===== src/hw/rtl/rtcpm_pkg.sv =====
`timescale 1ns / 1ps

package rtcpm_pkg;

   localparam int DIRECT_SIZE = 1024;
   localparam int RANGE_WORDS = 1024;
   localparam int DIR_AW      = $clog2(DIRECT_SIZE);
   localparam int RNG_AW      = $clog2(RANGE_WORDS);
   localparam int WORD_W      = 32;
   localparam int LPI_W       = 10;
   localparam int CSR_AW      = 3;

   localparam logic [WORD_W-1:0] MAX_CODE    = 32'h0010_FFFF;
   localparam logic [WORD_W-1:0] ACTION_BASE = 32'h0020_0000;
   localparam logic [WORD_W-1:0] ACT_CLEAR   = ACTION_BASE;
   localparam logic [WORD_W-1:0] ACT_SET     = ACTION_BASE + 32'd1;
   localparam logic [WORD_W-1:0] ACT_DEC_SET = ACTION_BASE + 32'd2;

   localparam logic [1:0] MODE_DIR_WR = 2'd0;
   localparam logic [1:0] MODE_RNG_WR = 2'd1;
   localparam logic [1:0] MODE_QUERY  = 2'd2;

   localparam logic [CSR_AW-1:0] CSR_LAST_PAIR = 3'd0;

   typedef struct packed {
      logic [1:0]               mode;
      logic [9:0]               index;
      logic signed [WORD_W-1:0] value;
      logic signed [WORD_W-1:0] code;
   } req_type;

   typedef struct packed {
      logic signed [WORD_W-1:0] mapped_code;
      logic                     bad_action;
   } rsp_type;

   typedef struct packed {
      logic              we;
      logic [DIR_AW-1:0] waddr;
      logic [WORD_W-1:0] wdata;
      logic              re;
      logic [DIR_AW-1:0] raddr;
   } dir_ram_req_type;

   typedef struct packed {
      logic              we;
      logic [RNG_AW-1:0] waddr;
      logic [WORD_W-1:0] wdata;
      logic              re;
      logic [RNG_AW-1:0] raddr;
   } rng_ram_req_type;

   typedef enum logic [2:0] {
      ST_IDLE,
      ST_DIR,
      ST_SEARCH,
      ST_CMP,
      ST_START,
      ST_ACT
   } state_type;

endpackage


===== src/hw/rtl/rtcpm_csr.sv =====
`timescale 1ns / 1ps

module rtcpm_csr (
   input  logic                         clock,
   input  logic                         reset,
   input  logic                         psel,
   input  logic                         penable,
   input  logic                         pwrite,
   input  logic [rtcpm_pkg::CSR_AW-1:0] paddr,
   input  logic [31:0]                  pwdata,
   output logic [31:0]                  prdata,
   output logic                         pready,
   output logic [rtcpm_pkg::LPI_W-1:0]  last_pair_index
);
   import rtcpm_pkg::*;

   logic [LPI_W-1:0] lpi_ff;
   logic [LPI_W-1:0] lpi_in;
   logic             wr_hit;

   assign pready = 1'b1;
   assign wr_hit = psel && penable && pwrite && (paddr == CSR_LAST_PAIR);

   always_comb begin
      lpi_in = lpi_ff;
      if (wr_hit) begin
         lpi_in = pwdata[LPI_W-1:0];
      end
   end

   always_ff @(posedge clock) begin
      if (reset) begin
         lpi_ff <= '0;
      end else begin
         lpi_ff <= lpi_in;
      end
   end

   always_comb begin
      prdata = '0;
      if (paddr == CSR_LAST_PAIR) begin
         prdata = {{(32-LPI_W){1'b0}}, lpi_ff};
      end
   end

   assign last_pair_index = lpi_ff;

endmodule


===== config.mk =====
export PLATFORM = sky130hd
export DESIGN_NAME = rtcpm_csr
export DESIGN_NICKNAME = d
export VERILOG_FILES = /design/src/hw/rtl/rtcpm_pkg.sv /design/src/hw/rtl/rtcpm_csr.sv
export SDC_FILE = /design/constraint.sdc
export NUM_CORES = 1
export LEC_CHECK = 0
export BUFFER_PORTS_ARGS = -buffer_cell sky130_fd_sc_hd__buf_2
export CORE_UTILIZATION = 34
export CTS_BUF_LIST = sky130_fd_sc_hd__clkbuf_8
export CTS_CLUSTER_DIAMETER = 60
export DETAILED_ROUTE_END_ITERATION = 12
export PLACE_DENSITY = 0.91
export SKIP_CTS_REPAIR_TIMING = 1
export SYNTH_ARGS = -nofsm -noshare
export SYNTH_HDL_FRONTEND = slang
export SYNTH_SLANG_ARGS = --single-unit

===== constraint.sdc =====
create_clock -name clock -period 1 [get_ports clock]
set_clock_uncertainty 0.1 [all_clocks]
set_input_delay 0.05 -clock clock [delete_from_list [all_inputs] [get_ports clock]]
set_output_delay 0.05 -clock clock [all_outputs]
set_load 0.02 [all_outputs]

==> results.json <==
{
  "htreeDepth": 1,
  "p_leak_nw": 0.5073,
  "critPathArrivalTime_ns": 0.83,
  "grt_pass1_vias": 467,
  "die_x_um": 48.04,
  "antenna_cells_inserted": 0,
  "grt.total_usage": 0.1282,
  "path_clk_slew_ns": 0.05,
  "cts_made_buffers": 3,
  "path_class": "reg2out",
  "placed_cells": 140,
  "crit_required_ns": 0.85,
  "clk_path_buf_depth": 2,
  "period_minus_slack_ns": 0.9791,
  "critPathCaptureType": "output pin",
  "initial_core_util": 0.3636,
  "root_buffer": "clkbuf_8",
  "rsz0062_at_grt": "true",
  "synthCells": 81,
  "dieHeight_um": 48.04,
  "place_ws_ns": -0.1390,
  "insertion_delay_ns": 0.23,
  "fill_cells": 198,
  "peakVddDrop_mv": 0.5860,
  "ys_types": 10,
  "coreArea_mm2": 0.001982,
  "num_rows": 16,
  "io_buffers": 37,
  "grt-ovfl-total": 0,
  "grt_max_degree": 21,
  "cts_sinks": 10,
  "p_per_area_mw_per_mm2": 974.1,
  "area_growth_pct": 43.92,
  "setup_ws_ns": 0.02092,
  "max_freq_ghz": 1.021,
  "drtAntennaViolNets": 0,
  "timing.final.crit_share": 0.9791,
  "dr.pass1.iters": 3,
  "wl_um": 1534,
  "die_area_mm2": 0.002308,
  "worstPathMaxFanout": 3,
  "setup_viol": 0,
  "setup_tns_ns": 0,
  "cts_tree": "done",
  "whs_ns": -0.01736,
  "violations": "hold timing",
  "viasPerCell": 3.987,
  "nets": 165,
  "multiInputGateArea_um2": 414.1,
  "crit_path_start_kind": "flop",
  "syn_area_um2": 720.7,
  "reg2reg_from": "last_pair_index[2]",
  "grt_antenna_before_repair": 0,
  "drv_slew": 0,
  "io_pins": 83,
  "seq_area_um2": 212.7,
  "crit_start": "last_pair_index[0]",
  "drive_above_1_share": 0.4797,
  "hold_viol_final": 4,
  "finalNonFillerCells": 150,
  "gp_congestion": 0.6317,
  "grt_first_pass_wirelength_um": 1959,
  "route.detailed.drc": 0,
  "synth_seq_cells": 10,
  "drv_cap": 0,
  "yosys_warnings": 0,
  "vias": 598,
  "synth_seq_area_share": 0.2778,
  "holdCritPathClass": "in2reg",
  "drt-initial-drc-count": 4,
  "hp-start": "pwdata[8]",
  "outcome": "finished with violations",
  "postSynthAreaPerCell_um2": 8.897,
  "drt-wirelength-per-cell_um": 10.23,
  "hpwl_um": 1105,
  "largest_reg_flops": 10
}
through the flow:
| stage | utilization | total power, mW | cell area [um^2] |
|---|---|---|---|
| CTS | 0.4356 | 0.9916 | 863.3 |
| finish | 0.5234 | 1.010 | 1037 |
| detailed placement | 0.4148 | 0.5724 | 822.0 |
| global placement | 0.4148 | 0.5671 | 822.0 |
| global route | 0.5234 | 1.069 | 1037 |
| floorplan | - | 0.5982 | 799.5 |
routing by layer:
metal  global-route usage  vias up  wire [um]
met1               0.1272      273        568
met5                    0        -          0
met3              0.04528        0         73
met4              0.05000        0          0
li1                     -      293          -
met2               0.2405       32        892
cells in the mapped netlist:
master / n / area, um^2
buf_4: 23 / 172.7
dfxtp_1: 10 / 200.2
buf_12: 1 / 20.02
mux2i_1: 10 / 100.1
clkbuf_1: 3 / 11.26
and4_4: 1 / 11.26
conb_1: 2 / 7.510
nor3_2: 1 / 10.01
and2_1: 10 / 62.56
nand2b_1: 20 / 125.1
where the power goes:
group | internal, mW | switching, mW | total (mW)
clock | 0.263 | 0.149 | 0.411
sequential | 0.403 | 0.00204 | 0.405
combinational | 0.0735 | 0.120 | 0.194
total | 0.739 | 0.271 | 1.01
worst max-delay path: stages (launching register included):
cell and delay, ns:
dfxtp_2 0.32, and2_1 0.13, buf_4 0.15
final timing paths:
check | to | slack (ns) | depth (start not counted)
min reg2reg | last_pair_index[5] | 0.37 | 2
max reg2reg | last_pair_index[2] | 0.32 | 2
min | last_pair_index[8] | -0.02 | 3
max | prdata[0] | 0.02 | 2
area by class of cell:
class | count | share of cell area
timing repair buffer | 45 | 0.3233
tap | 27 | 0.03257
multi-input combinational | 65 | 0.3993
clock buffer | 3 | 0.03981
sequential | 10 | 0.2051
cell families (layout without fill, tap and decap cells):
group	count (synthesis)	in the layout	share of synthesized area
buffers and inverters	27	48	0.2830
DFF	10	10	0.2778
muxes	10	10	0.1389
other	2	23	0.01042
and+or+nand+nor	32	32	0.2899
cells in the final DEF, fill, tap and decap left out, drive strengths merged:
master	count
mux2i	10
dlygate4sd3	6
nand2b	20
conb	23
clkbuf	3
and4	1
buf	39
and2	10
dfxtp	10
nor3	1
Note: power is estimated with default switching activity, not from simulation.
