<file path="src/hw/rtl/rtcpm_pkg.sv">
`timescale 1ns / 1ps

package rtcpm_pkg;

   localparam int DIRECT_SIZE = 1024;
   localparam int RANGE_WORDS = 1024;
   localparam int DIR_AW      = $clog2(DIRECT_SIZE);
   localparam int RNG_AW      = $clog2(RANGE_WORDS);
   localparam int WORD_W      = 32;
   localparam int LPI_W       = 10;
   localparam int CSR_AW      = 3;

   localparam logic [WORD_W-1:0] MAX_CODE    = 32'h0010_FFFF;
   localparam logic [WORD_W-1:0] ACTION_BASE = 32'h0020_0000;
   localparam logic [WORD_W-1:0] ACT_CLEAR   = ACTION_BASE;
   localparam logic [WORD_W-1:0] ACT_SET     = ACTION_BASE + 32'd1;
   localparam logic [WORD_W-1:0] ACT_DEC_SET = ACTION_BASE + 32'd2;

   localparam logic [1:0] MODE_DIR_WR = 2'd0;
   localparam logic [1:0] MODE_RNG_WR = 2'd1;
   localparam logic [1:0] MODE_QUERY  = 2'd2;

   localparam logic [CSR_AW-1:0] CSR_LAST_PAIR = 3'd0;

   typedef struct packed {
      logic [1:0]               mode;
      logic [9:0]               index;
      logic signed [WORD_W-1:0] value;
      logic signed [WORD_W-1:0] code;
   } req_type;

   typedef struct packed {
      logic signed [WORD_W-1:0] mapped_code;
      logic                     bad_action;
   } rsp_type;

   typedef struct packed {
      logic              we;
      logic [DIR_AW-1:0] waddr;
      logic [WORD_W-1:0] wdata;
      logic              re;
      logic [DIR_AW-1:0] raddr;
   } dir_ram_req_type;

   typedef struct packed {
      logic              we;
      logic [RNG_AW-1:0] waddr;
      logic [WORD_W-1:0] wdata;
      logic              re;
      logic [RNG_AW-1:0] raddr;
   } rng_ram_req_type;

   typedef enum logic [2:0] {
      ST_IDLE,
      ST_DIR,
      ST_SEARCH,
      ST_CMP,
      ST_START,
      ST_ACT
   } state_type;

endpackage

</file>
<file path="src/hw/rtl/rtcpm_ctrl.sv">
`timescale 1ns / 1ps

module rtcpm_ctrl (
   input  logic                           clock,
   input  logic                           reset,
   input  logic                           start,
   output logic                           busy,
   input  rtcpm_pkg::req_type             req_data,
   output logic                           rsp_valid,
   output rtcpm_pkg::rsp_type             rsp_data,
   input  logic [rtcpm_pkg::LPI_W-1:0]    last_pair_index,
   output rtcpm_pkg::dir_ram_req_type     dir_req,
   input  logic [rtcpm_pkg::WORD_W-1:0]   dir_rdata,
   output rtcpm_pkg::rng_ram_req_type     rng_req,
   input  logic [rtcpm_pkg::WORD_W-1:0]   rng_rdata
);
   import rtcpm_pkg::*;

   state_type         state_ff, state_in;
   logic [WORD_W-1:0] code_ff, code_in;
   logic [WORD_W-1:0] start_ff, start_in;
   logic [RNG_AW-1:0] lo_ff, lo_in;
   logic [RNG_AW-1:0] hi_ff, hi_in;
   logic [RNG_AW-1:0] mid_ff, mid_in;
   logic              rsp_valid_ff, rsp_valid_in;
   rsp_type           rsp_data_ff, rsp_data_in;

   logic              accept;
   logic              query_oob;
   logic [RNG_AW-1:0] lo_n, hi_n;

   function automatic logic [RNG_AW-1:0] mid_of(input logic [RNG_AW-1:0] lo,
                                                input logic [RNG_AW-1:0] hi);
      logic [RNG_AW:0] sum;
      sum = {1'b0, lo} + {1'b0, hi} + {{RNG_AW{1'b0}}, 1'b1} + {{RNG_AW{1'b0}}, 1'b1};
      return {sum[RNG_AW:2], 1'b0};
   endfunction

   function automatic rsp_type decode(input logic [WORD_W-1:0] code,
                                      input logic [WORD_W-1:0] start_w,
                                      input logic [WORD_W-1:0] act);
      rsp_type r;
      r.mapped_code = '0;
      r.bad_action  = 1'b0;
      priority if (act[WORD_W-1]) begin
         r.mapped_code = code - start_w + ~act;
      end else if (act <= MAX_CODE) begin
         r.mapped_code = act;
      end else if (act == ACT_CLEAR) begin
         r.mapped_code = {code[WORD_W-1:1], 1'b0};
      end else if (act == ACT_SET) begin
         r.mapped_code = {code[WORD_W-1:1], 1'b1};
      end else if (act == ACT_DEC_SET) begin
         r.mapped_code = (code - 32'd1) | 32'd1;
      end else begin
         r.bad_action = 1'b1;
      end
      return r;
   endfunction

   assign busy      = (state_ff != ST_IDLE);
   assign accept    = start && !busy;
   assign query_oob = accept && (req_data.mode == MODE_QUERY)
                      && ($unsigned(req_data.code) > MAX_CODE);

   // search step on the pair start read for mid_ff
   always_comb begin
      if ($signed(rng_rdata) <= $signed(code_ff)) begin
         lo_n = mid_ff;
         hi_n = hi_ff;
      end else begin
         lo_n = lo_ff;
         hi_n = mid_ff - {{(RNG_AW-2){1'b0}}, 2'd2};
      end
   end

   always_comb begin
      state_in     = state_ff;
      code_in      = code_ff;
      start_in     = start_ff;
      lo_in        = lo_ff;
      hi_in        = hi_ff;
      mid_in       = mid_ff;
      rsp_valid_in = 1'b0;
      rsp_data_in  = rsp_data_ff;

      dir_req.we    = accept && (req_data.mode == MODE_DIR_WR);
      dir_req.waddr = req_data.index[DIR_AW-1:0];
      dir_req.wdata = req_data.value;
      dir_req.re    = 1'b0;
      dir_req.raddr = req_data.code[DIR_AW-1:0];

      rng_req.we    = accept && (req_data.mode == MODE_RNG_WR);
      rng_req.waddr = req_data.index[RNG_AW-1:0];
      rng_req.wdata = req_data.value;
      rng_req.re    = 1'b0;
      rng_req.raddr = lo_ff;

      unique case (state_ff)
         ST_IDLE: begin
            if (accept && (req_data.mode == MODE_QUERY)) begin
               code_in = req_data.code;
               priority if (req_data.code[WORD_W-1:DIR_AW] == '0) begin
                  dir_req.re = 1'b1;
                  state_in   = ST_DIR;
               end else if (query_oob) begin
                  rsp_valid_in = 1'b1;
                  rsp_data_in  = '0;
               end else begin
                  lo_in    = '0;
                  hi_in    = {last_pair_index[LPI_W-1:1], 1'b0};
                  state_in = ST_SEARCH;
               end
            end
         end
         ST_DIR: begin
            rsp_valid_in            = 1'b1;
            rsp_data_in.mapped_code = dir_rdata;
            rsp_data_in.bad_action  = 1'b0;
            state_in                = ST_IDLE;
         end
         ST_SEARCH: begin
            rng_req.re = 1'b1;
            if (lo_ff < hi_ff) begin
               mid_in        = mid_of(lo_ff, hi_ff);
               rng_req.raddr = mid_in;
               state_in      = ST_CMP;
            end else begin
               rng_req.raddr = lo_ff;
               state_in      = ST_START;
            end
         end
         ST_CMP: begin
            lo_in      = lo_n;
            hi_in      = hi_n;
            rng_req.re = 1'b1;
            if (lo_n < hi_n) begin
               mid_in        = mid_of(lo_n, hi_n);
               rng_req.raddr = mid_in;
            end else begin
               rng_req.raddr = lo_n;
               state_in      = ST_START;
            end
         end
         ST_START: begin
            start_in      = rng_rdata;
            rng_req.re    = 1'b1;
            rng_req.raddr = {lo_ff[RNG_AW-1:1], 1'b1};
            state_in      = ST_ACT;
         end
         ST_ACT: begin
            rsp_valid_in = 1'b1;
            rsp_data_in  = decode(code_ff, start_ff, rng_rdata);
            state_in     = ST_IDLE;
         end
         default: begin
            state_in = ST_IDLE;
         end
      endcase
   end

   always_ff @(posedge clock) begin
      if (reset) begin
         state_ff     <= ST_IDLE;
         rsp_valid_ff <= 1'b0;
      end else begin
         state_ff     <= state_in;
         rsp_valid_ff <= rsp_valid_in;
      end
   end

   always_ff @(posedge clock) begin
      code_ff     <= code_in;
      start_ff    <= start_in;
      lo_ff       <= lo_in;
      hi_ff       <= hi_in;
      mid_ff      <= mid_in;
      rsp_data_ff <= rsp_data_in;
   end

   assign rsp_valid = rsp_valid_ff;
   assign rsp_data  = rsp_data_ff;

   a_cmp_open: assert property (@(posedge clock) disable iff (reset)
      (state_ff == ST_CMP) |-> (lo_ff < hi_ff) && (mid_ff > lo_ff) && (mid_ff <= hi_ff))
      else $error("search window empty in compare");

   a_pair_even: assert property (@(posedge clock) disable iff (reset)
      (state_ff == ST_CMP || state_ff == ST_START) |-> !lo_ff[0] && !hi_ff[0])
      else $error("search bound not on a pair");

   a_rsp_src: assert property (@(posedge clock) disable iff (reset)
      $rose(rsp_valid_ff) |-> $past(state_ff == ST_DIR || state_ff == ST_ACT || query_oob))
      else $error("result without a finished query");

   a_dir_read: assert property (@(posedge clock) disable iff (reset)
      (state_ff == ST_IDLE && state_in == ST_DIR) |=> (state_ff == ST_DIR) && !rsp_valid_ff)
      else $error("direct read sequencing");

   a_no_write_busy: assert property (@(posedge clock) disable iff (reset)
      busy |-> !dir_req.we && !rng_req.we)
      else $error("table write while busy");

endmodule

</file>
<file path="config.mk">
export PLATFORM = sky130hd
export DESIGN_NAME = rtcpm_ctrl
export DESIGN_NICKNAME = d
export VERILOG_FILES = /design/src/hw/rtl/rtcpm_pkg.sv /design/src/hw/rtl/rtcpm_ctrl.sv
export SDC_FILE = /design/constraint.sdc
export NUM_CORES = 1
export LEC_CHECK = 0
export ABC_CLOCK_PERIOD_IN_PS = 10560
export BUFFER_PORTS_ARGS = -buffer_cell sky130_fd_sc_hd__buf_2
export CELL_PAD_IN_SITES_DETAIL_PLACEMENT = 1
export CELL_PAD_IN_SITES_GLOBAL_PLACEMENT = 1
export CORE_UTILIZATION = 45
export CTS_CLUSTER_DIAMETER = 120
export DETAILED_ROUTE_END_ITERATION = 8
export PLACE_DENSITY = 0.84
export SETUP_SLACK_MARGIN = 0.2
export SKIP_LAST_GASP = 1
export SLEW_MARGIN = 25
export SYNTH_ARGS = -nofsm -noshare
export SYNTH_HDL_FRONTEND = slang
export SYNTH_SLANG_ARGS = --single-unit
</file>
<file path="constraint.sdc">
create_clock -name clock -period 10.56 [get_ports clock]
set_input_delay 0.528 -clock clock [delete_from_list [all_inputs] [get_ports clock]]
set_output_delay 0.528 -clock clock [all_outputs]
set_load 0.1 [all_outputs]
</file>
==> parameters.txt <==
Parameter                              Value

Clock network
  Number of gates given a new drive strength after cts    0
  Clock latency of the later-clocked register in the worst-skew pair    about 440 ps
  Worst-case clock buffer depth    2
  Post-CTS Setup Bufs    0
  Clk sinks    130
  Deepest level of the CTS H-tree    4
  Clock transition at the registers of the reported paths    roughly 60 ps
  Clock Tree Root    sky130_fd_sc_hd__clkbuf_16
  CTS tree    built
  Count of hold buffers inserted by post-cts repair    0
  Number of buffers added by the clock tree synthesis step    17

Yosys
  Xor/xnor cell area share of the yosys netlist    3.76%
  Synth Flop Type    sky130_fd_sc_hd__edfxtp_1
  Flops & latches, synth    130
  Most frequent cell after synthesis    sky130_fd_sc_hd__inv_1
  Post-synthesis mux area share    1.02%
  Number of flops mapped to enable cells by yosys    126
  Top-area cell type share of the netlist area    between 30% and 40%
  Share of synthesized registers carrying an async set or reset    0%
  Main combinational cell family by area after synthesis    compound AO/OA/AOI/OAI gates
  Post-Syn Nets    1674
  Area of the mapped netlist    0.0123 mm^2
  Register area share after synthesis    31.3%
  Simple-gate share of the synthesized area    15.2%
  Cell types occupying the most area after synthesis    sky130_fd_sc_hd__edfxtp_1 31%, sky130_fd_sc_hd__ha_1 12%, sky130_fd_sc_hd__buf_4 5.7%
  Post-synth top cells    161 x sky130_fd_sc_hd__inv_1, 126 x sky130_fd_sc_hd__edfxtp_1, 116 x sky130_fd_sc_hd__ha_1
  Share of synthesized cell area in full adder, half adder and majority cells    17.1%
  Gate count after technology mapping    1372
  Post-synthesis compound-gate area fraction    19.8%
  Count of synthesis-stage warnings from yosys    0
  Mean post-synth cell area    about 9 um^2
  Count of distinct cell types in the synthesized netlist    ~80
  Cell taking the most area after synthesis    sky130_fd_sc_hd__edfxtp_1

Cells and area
  Area grow syn2layout    9.08%
  Fraction of layout instances using a drive strength above 1    around 17%
  Number of nets in the finished design    approximately 1700
  Final instance area    0.0135 mm^2

GRT
  Total gr overflow    0
  Initial antenna violation count    1
  Largest net degree at the start of global routing    43
  Global-route wire length before repair    approximately 63 mm
  Number of global-route vias before repair    between 10000 and 15000
  GRT Total Usage    29.2%

Timing
  Final-layout setup total negative slack    0 ps
  Number of pins exceeding their max-slew limit in the final report    0
  Headroom to the max-slew limit    31.8%
  Setup repair after global routing missed its margin    false
  Clock skew    13.8 ps
  Max frequency    137 MHz
  Final cycle utilization of the critical path    69.0%
  Final setup violation count    0
  Endpoints failing hold    0
  Worst Tran Pin Value    slightly above 1000 ps
  Period minus WS final    between 7000 and 8000 ps

Placed design
  Routability congestion estimate    between 0.9 and 1
  Input/output buffers    168
  Placed Instance Area    0.0128 mm^2
  Dpl hpwl    about 31 mm

Die
  Die width    168 um
  Die Footprint    0.0281 mm^2
  Die Height    ~170 um
  Number of rows in the core area    60
  Initial core utilization    45.8%
  Top Ports    296
  Core ar.    0.0270 mm^2

Pwr
  Cell Pwr Density    around 120 mW/mm^2
  Leak pwr    approximately 6 nW
  VDD IR-drop max    0.0803 mV

Critical path
  Data arrival time of the worst path    6760 ps
  Cell type group with the largest total delay on the critical path    simple AND/OR/NAND/NOR gates
  CP cell instances    buf_2 -> ha_1 -> nand4_2 -> or4_4 -> or3_1 -> o211ai_2 -> buf_4 -> nor2_1 -> a21oi_1 -> inv_1 -> ha_1 -> inv_1 -> fa_1 -> nor2b_1 -> o21ai_0 -> a21boi_0 -> o21ai_0 -> a21oi_1 -> xor2_1 -> nand4_1 -> o211ai_1 -> buf_2
  Critical Path End Type    output pin
  WS Path Type    in2out
  Slowest stage delay, CP    approximately 620 ps
  Worst EP required    10030 ps
  Critical-path maximum fanout    29
  Launching element type of the critical path    input pin
  Buf+Inv Stages, Crit Path    5
  Worst-path cell with the longest stage delay    sky130_fd_sc_hd__or4_4

Routing
  Total wire length after detailed routing    around 41 mm
  Wire per inst    22.9 um
  DRC violations left    0
  Starting DRC count in detailed routing    between 700 and 800
  Per-cell via count in the routed design    ~6.2
  Antenna Violating Nets Remaining    0
  Via count    11000
  Drt pass-1 iters    7

Run status
  Outcome    finished clean

Job
  Max Cap Violations    0

Hold path
  Worst hold path type    in2reg
placed cells by master (no fill, tap or decap), types with 11 or more instances in the layout:
cell,n
sky130_fd_sc_hd__o21ai_0,85
sky130_fd_sc_hd__nand4_1,16
sky130_fd_sc_hd__nor4_1,23
sky130_fd_sc_hd__o22ai_1,11
sky130_fd_sc_hd__a22oi_1,19
sky130_fd_sc_hd__buf_2,168
sky130_fd_sc_hd__nor3_1,37
sky130_fd_sc_hd__a211oi_1,13
sky130_fd_sc_hd__clkbuf_16,17
sky130_fd_sc_hd__nand2_1,97
sky130_fd_sc_hd__nor2_1,70
sky130_fd_sc_hd__nand3_1,31
sky130_fd_sc_hd__edfxtp_1,126
sky130_fd_sc_hd__fa_1,33
sky130_fd_sc_hd__o211ai_1,14
sky130_fd_sc_hd__inv_1,161
sky130_fd_sc_hd__a21o_1,28
sky130_fd_sc_hd__and3_1,13
sky130_fd_sc_hd__ha_1,116
sky130_fd_sc_hd__xor2_1,17
sky130_fd_sc_hd__xnor2_1,36
sky130_fd_sc_hd__a21oi_1,94
sky130_fd_sc_hd__a221oi_1,11
per-stage QoR:
stage	utilization, %	cells	setup WS (ps)	hold slack, ps	total power, mW
after detailed placement	47.7	1760	3370	677	0.929
after global routing	49.9	1792	2990	286	1.63
final	50.0	1793	3280	287	1.57
after floorplan	-	1372	2500	606	0.972
after CTS	49.9	1792	3340	273	1.57
after global placement	47.6	1760	3540	666	0.916
where the power goes:
group | internal [mW] | leakage, nW | switching (mW) | total (mW)
Combinational | 0.118 | 4.42 | 0.237 | 0.355
Clock | 0.394 | 0.294 | 0.250 | 0.645
Sequential | 0.570 | 1.21 | 0.00503 | 0.575
Total | 1.08 | 5.92 | 0.492 | 1.57
cells by family after synthesis:
logic type               Yosys count
AO/OA/AOI/OAI                    371
XOR/XNOR                          53
adder cells (fa/ha/maj)          149
buffers and inverters            292
flip-flops                       130
multiplexers                      12
other                              1
AND/OR/NAND/NOR                  364
worst paths after layout:
kind                                    to  slack, ps                startpoint  depth (start not counted)
hold reg to reg   state_ff[0]$_SDFFE_PP0P_        760  state_ff[2]$_SDFFE_PP0P_                          2
setup / recovery                rng_req[8]       3280             rng_rdata[31]                         22
hold / removal        code_ff[0]$_DFFE_PP_        290               req_data[0]                          1
setup reg to reg       mid_ff[4]$_DFFE_PP_       4340     code_ff[17]$_DFFE_PP_                         18
sequential cells by signal, indices dropped and copies added, names as in the netlist:
| signal | flops |
|---|---|
| start_ff | 32 |
| code_ff | 32 |
| hi_ff | 10 |
| rsp_valid | 1 |
| state_ff | 3 |
| lo_ff | 10 |
| mid_ff | 9 |
| rsp_data | 33 |
layout make-up:
class,count,area (um^2)
sequential,130,3860
multi-input combinational,950,7040
fill,3166,13500
inverter,162,608
clock inverter,14,188
timing repair buffer,177,908
antenna,1,2.50
tap,341,427
clock buffer,18,429
metal layers:
metal | global-route usage [%] | vias up | share of wire [%]
li1 | - | 5024 | -
met1 | 36.4 | 5420 | 41
met2 | 49.7 | 506 | 48
met3 | 5.34 | 87 | 7.5
met4 | 11.6 | 0 | 3.1
met5 | 0 | - | 0
worst reg2reg max path, cell delays in order (launching register included):
cell and delay (ps):
sky130_fd_sc_hd__edfxtp_1 490, sky130_fd_sc_hd__inv_1 250, sky130_fd_sc_hd__ha_1 300, sky130_fd_sc_hd__a21oi_1 130, sky130_fd_sc_hd__o21ai_0 230, sky130_fd_sc_hd__a211oi_1 580
sky130_fd_sc_hd__nand3_1 210, sky130_fd_sc_hd__o211ai_2 200, sky130_fd_sc_hd__buf_4 370, sky130_fd_sc_hd__mux2_2 430, sky130_fd_sc_hd__ha_1 350, sky130_fd_sc_hd__nor2b_1 70
sky130_fd_sc_hd__o21ai_0 200, sky130_fd_sc_hd__a21oi_1 130, sky130_fd_sc_hd__o31ai_1 210, sky130_fd_sc_hd__a221oi_1 160, sky130_fd_sc_hd__nor2_1 800, sky130_fd_sc_hd__a31oi_1 270
sky130_fd_sc_hd__inv_1 500
Note: power is estimated with default switching activity, not from simulation.
